===== src/hw/rtl/cfa_ram.sv =====
// ----------------------------------------------------------------------------
// cfa_ram
// Simple dual-port RAM, one write and one registered read port.
// ----------------------------------------------------------------------------
`timescale 1ns / 1ps

module cfa_ram #(
    parameter int WIDTH = 8,
    parameter int DEPTH = 16
) (
    input  logic                     clk,
    input  logic                     we,
    input  logic [$clog2(DEPTH)-1:0] waddr,
    input  logic [WIDTH-1:0]         wdata,
    input  logic [$clog2(DEPTH)-1:0] raddr,
    output logic [WIDTH-1:0]         rdata
);

    logic [WIDTH-1:0] mem [DEPTH];

    always_ff @(posedge clk)
    begin
        if (we)
        begin
            mem[waddr] <= wdata;
        end
        rdata <= mem[raddr];
    end

endmodule


===== config.mk =====
export PLATFORM = sky130hd
export DESIGN_NAME = cfa_ram
export DESIGN_NICKNAME = d
export VERILOG_FILES = /design/src/hw/rtl/cfa_ram.sv
export SDC_FILE = /design/constraint.sdc
export NUM_CORES = 1
export LEC_CHECK = 0
export ABC_AREA = 1
export BUFFER_PORTS_ARGS = -buffer_cell sky130_fd_sc_hd__buf_2
export CORE_MARGIN = 2
export CORE_UTILIZATION = 30
export CTS_BUF_LIST = sky130_fd_sc_hd__clkbuf_8
export DETAILED_ROUTE_END_ITERATION = 8
export GPL_ROUTABILITY_DRIVEN = 0
export PLACE_DENSITY_LB_ADDON = 0.3
export SLEW_MARGIN = 15
export SYNTH_ARGS = -nofsm -noshare
export SYNTH_HDL_FRONTEND = slang
export SYNTH_SLANG_ARGS = --single-unit
export TNS_END_PERCENT = 20

===== constraint.sdc =====
create_clock -name clk -period 1.2 [get_ports clk]
set_input_delay 0.12 -clock clk [delete_from_list [all_inputs] [get_ports clk]]
set_output_delay 0.12 -clock clk [all_outputs]
set_load 0.03 [all_outputs]

==> impl_metrics.xml <==
<?xml version="1.0" encoding="UTF-8"?>
<metrics>
  <group name="status">
    <metric name="run_status" unit="">completed</metric>
  </group>
  <group name="sta">
    <metric name="rsz0062_at_grt" unit="">no</metric>
    <metric name="peak_clock_frequency_supported_by_timing" unit="MHz">878</metric>
    <metric name="finClkSkew" unit="ns">0.00952</metric>
    <metric name="slew_headroom" unit="">0.769</metric>
    <metric name="min_period" unit="ns">1.14</metric>
    <metric name="final-setup-viol-count" unit="">0</metric>
    <metric name="postLayoutSetupSlackWorst" unit="ns">0.0608</metric>
    <metric name="worst-slew-pin-transition" unit="ns">0.346</metric>
    <metric name="finalMaxSlewViolations" unit="">0</metric>
    <metric name="worst_hold_slack" unit="ns">0.0607</metric>
    <metric name="timing.final.crit_share" unit="">0.949</metric>
    <metric name="hold_viol_final" unit="">0</metric>
    <metric name="setup_tns" unit="ns">0</metric>
  </group>
  <group name="critical_path">
    <metric name="top_delay_family_on_crit_path" unit="">flip-flops</metric>
    <metric name="timing.critical_path.required" unit="ns">1.08</metric>
    <metric name="critPathLaunchType" unit="">flip-flop</metric>
    <metric name="reg2reg_depth" unit="">6</metric>
    <metric name="worst_ep_arrival_time" unit="ns">1.02</metric>
    <metric name="rr_endpoint" unit="">rdata[1]</metric>
    <metric name="cpPeakStageDelay" unit="ns">0.37</metric>
    <metric name="critical_path.endpoint_type" unit="">output port</metric>
    <metric name="crit_chain" unit="">buf_2</metric>
    <metric name="path_class" unit="">reg2out</metric>
    <metric name="timing.critical_path.slowest_stage_cell" unit="">sky130_fd_sc_hd__dfxtp_1</metric>
    <metric name="critical_path_buf_inv_count" unit="">1</metric>
    <metric name="critical_path_peak_fanout" unit="">1</metric>
    <metric name="r2r_start" unit="">mem[15][1]</metric>
    <metric name="worst-r2r-setup-slack" unit="ns">0.21</metric>
  </group>
  <group name="finish">
    <metric name="stdcell_count" unit="">841</metric>
    <metric name="area_growth" unit="%">14.8</metric>
    <metric name="filler_cell_count" unit="">1928</metric>
    <metric name="layout-drive-gt1-share" unit="">0.127</metric>
    <metric name="num-nets-final" unit="">612</metric>
    <metric name="antenna-diode-count" unit="">0</metric>
    <metric name="final_area" unit="mm^2">0.00662</metric>
  </group>
  <group name="clock_network">
    <metric name="cts_setup_buffers" unit="">0</metric>
    <metric name="clkSinkCount" unit="">136</metric>
    <metric name="post_cts.resized_instances" unit="">0</metric>
    <metric name="max_buffers_root_to_sink" unit="">2</metric>
    <metric name="clkLatencyLatePin" unit="ns">0.44</metric>
    <metric name="cts_root_buf" unit="">sky130_fd_sc_hd__clkbuf_8</metric>
    <metric name="cts_buffers" unit="">17</metric>
    <metric name="tritoncts" unit="">built</metric>
    <metric name="cts-htree-levels" unit="">4</metric>
    <metric name="worst_setup_hold_path_clk_slew" unit="ns">0.08</metric>
    <metric name="cts_hold_repair.buffers" unit="">0</metric>
  </group>
  <group name="yosys">
    <metric name="ys_ff_latch" unit="">136</metric>
    <metric name="yosys.area_share.simple" unit="">0.210</metric>
    <metric name="compound_cell_area_share_of_the_yosys_netlist" unit="">0</metric>
    <metric name="synth_area" unit="mm^2">0.00577</metric>
    <metric name="xor_and_xnor_area_share_after_synthesis" unit="">0</metric>
    <metric name="synthesized_area_per_cell" unit="um^2">10.5</metric>
    <metric name="synth_mux_area_frac" unit="">0</metric>
    <metric name="synth_cell_type_count" unit="">12</metric>
    <metric name="seq_area_frac_synth" unit="">0.694</metric>
    <metric name="synth_top_family_by_area" unit="">simple AND/OR/NAND/NOR gates</metric>
    <metric name="yosys_warnings" unit="">0</metric>
    <metric name="number_of_nets_in_the_synthesized_netlist" unit="">569</metric>
    <metric name="synth_cells" unit="">551</metric>
    <metric name="adder_and_majority_cell_fraction_of_the_synthesized_area" unit="">0</metric>
  </group>
  <group name="global_routing">
    <metric name="grt_antenna_before_repair" unit="">0</metric>
    <metric name="globalRoute.totalOverflow" unit="">0</metric>
    <metric name="grt_pass1_wl" unit="um">20600</metric>
    <metric name="globalRouteTotalUtil" unit="">0.138</metric>
    <metric name="largest_net_degree_at_the_start_of_global_routing" unit="">65</metric>
    <metric name="grt_pass1_vias" unit="">3628</metric>
  </group>
  <group name="power">
    <metric name="leakage" unit="nW">2.86</metric>
    <metric name="vdd.ir_drop.worst" unit="mV">0.667</metric>
    <metric name="power.density" unit="mW/mm^2">1430</metric>
  </group>
  <group name="routing">
    <metric name="number_of_drc_markers_after_the_initial_detailed_route_iteration" unit="">398</metric>
    <metric name="vias_after_detailed_routing" unit="">3783</metric>
    <metric name="routed_wirelength" unit="um">13200</metric>
    <metric name="post_drt_wl_per_cell" unit="um">15.7</metric>
    <metric name="drt.antenna.violating_nets" unit="">0</metric>
    <metric name="via_per_inst" unit="">4.50</metric>
    <metric name="drt_drc_violations_left" unit="">0</metric>
    <metric name="dr.pass1.iters" unit="">5</metric>
  </group>
  <group name="job">
    <metric name="max_cap_viol_count" unit="">0</metric>
  </group>
  <group name="min_path">
    <metric name="whs_path_cells" unit="">3</metric>
    <metric name="worstHoldStart" unit="">raddr[3]</metric>
    <metric name="worst_hold_path_type" unit="">in2reg</metric>
    <metric name="hold_critical_path_endpoint" unit="">rdata[3]</metric>
  </group>
  <group name="die">
    <metric name="initial_standard_cell_utilization_of_the_core" unit="">0.307</metric>
    <metric name="floorplan.io_pins" unit="">26</metric>
    <metric name="placeableCoreArea" unit="mm^2">0.0188</metric>
    <metric name="die_x" unit="um">143</metric>
    <metric name="die_area" unit="mm^2">0.0203</metric>
    <metric name="placement_rows" unit="">50</metric>
    <metric name="die_h" unit="um">143</metric>
  </group>
  <group name="place">
    <metric name="place_area" unit="mm^2">0.00627</metric>
    <metric name="pre_cts_ws" unit="ns">0.0360</metric>
    <metric name="detailed_place_hpwl" unit="um">8090</metric>
    <metric name="post-place-cells" unit="">809</metric>
    <metric name="numPortBuffers" unit="">25</metric>
  </group>
</metrics>
-- stage by stage --
| stage | power [mW] | utilization |
|---|---|---|
| 6_report | 9.50 | 0.353 |
| 5_1_grt | 9.82 | 0.353 |
| 4_1_cts | 9.57 | 0.353 |
| 3_5_place_dp | 6.18 | 0.334 |
| 3_3_place_gp | 6.17 | 0.334 |
| 2_1_floorplan | 5.87 | - |
-- cell usage in the layout (no fill, tap or decap) --
| cell | count |
|---|---|
| sky130_fd_sc_hd__buf_2 | 25 |
| sky130_fd_sc_hd__nand2_1 | 173 |
| sky130_fd_sc_hd__bufinv_16 | 2 |
| sky130_fd_sc_hd__clkinv_1 | 3 |
| sky130_fd_sc_hd__nand3b_1 | 2 |
| sky130_fd_sc_hd__nand3_1 | 97 |
| sky130_fd_sc_hd__nor2_1 | 17 |
| sky130_fd_sc_hd__clkinv_2 | 8 |
| sky130_fd_sc_hd__buf_12 | 6 |
| sky130_fd_sc_hd__clkbuf_8 | 17 |
| sky130_fd_sc_hd__dfxtp_1 | 8 |
| sky130_fd_sc_hd__inv_2 | 2 |
| sky130_fd_sc_hd__inv_1 | 102 |
| sky130_fd_sc_hd__edfxtp_1 | 128 |
| sky130_fd_sc_hd__buf_4 | 17 |
-- report_power, final --
part	total, mW	leakage [nW]	switching [mW]	internal (mW)
Combinational	0.717	1.44	0.500	0.217
Clock	3.44	0.197	1.67	1.77
Sequential	5.34	1.22	0.0350	5.30
-- synthesized netlist by cell type --
| cell type | count | share of area |
|---|---|---|
| sky130_fd_sc_hd__nand3_1 | 97 | 0.084 |
| sky130_fd_sc_hd__edfxtp_1 | 128 | 0.67 |
| sky130_fd_sc_hd__inv_1 | 100 | 0.065 |
| sky130_fd_sc_hd__inv_2 | 2 | 0.0013 |
| sky130_fd_sc_hd__nand2_1 | 173 | 0.11 |
| sky130_fd_sc_hd__buf_2 | 13 | 0.011 |
| sky130_fd_sc_hd__buf_4 | 4 | 0.0052 |
| sky130_fd_sc_hd__dfxtp_1 | 8 | 0.028 |
| sky130_fd_sc_hd__buf_1 | 1 | 0.00065 |
| sky130_fd_sc_hd__buf_6 | 6 | 0.012 |
| sky130_fd_sc_hd__nor2_1 | 17 | 0.011 |
| sky130_fd_sc_hd__nand3b_1 | 2 | 0.0026 |
-- sequential cells by signal (all words and copies together), names as in the netlist --
| register | count |
|---|---|
| mem | 128 |
| rdata | 8 |
-- metal layers --
layer / share of wire / up-vias / GRT usage / wire [um]
met1: 0.46 / 1802 / 0.185 / 6080
met2: 0.47 / 105 / 0.219 / 6170
met4: 0.021 / 0 / 0.0552 / 278
li1: - / 1854 / - / -
met5: 0 / - / 0 / 0
met3: 0.050 / 22 / 0.0298 / 663
-- kinds of logic after synthesis --
| family | Yosys count |
|---|---|
| buffers and inverters | 126 |
| flip-flops | 136 |
| AND/OR/NAND/NOR | 289 |
-- worst max path at each step --
| stage | slack (ns) | to | cells after the start | start |
|---|---|---|---|---|
| 2_1_floorplan | 0.13 | mem[10][0] | 2 | waddr[2] |
| 3_3_place_gp | 0.06 | rdata[1] | 7 | raddr[0] |
| 3_5_place_dp | 0.04 | rdata[1] | 7 | raddr[0] |
| 4_1_cts | 0.02 | rdata[2] | 1 | rdata[2] |
| 5_1_grt | 0.02 | rdata[2] | 1 | rdata[2] |
| 6_report | 0.06 | rdata[2] | 1 | rdata[2] |
-- cell type report --
type	count	area (um^2)	area share
Sequential cell	136	4000	0.605
Multi-Input combinational cell	289	1210	0.183
Inverter	102	383	0.0578
Timing Repair Buffer	48	373	0.0563
Tap cell	234	293	0.0442
Clock buffer	17	234	0.0353
Clock inverter	15	119	0.0180
Note: power is estimated with default switching activity, not from simulation.
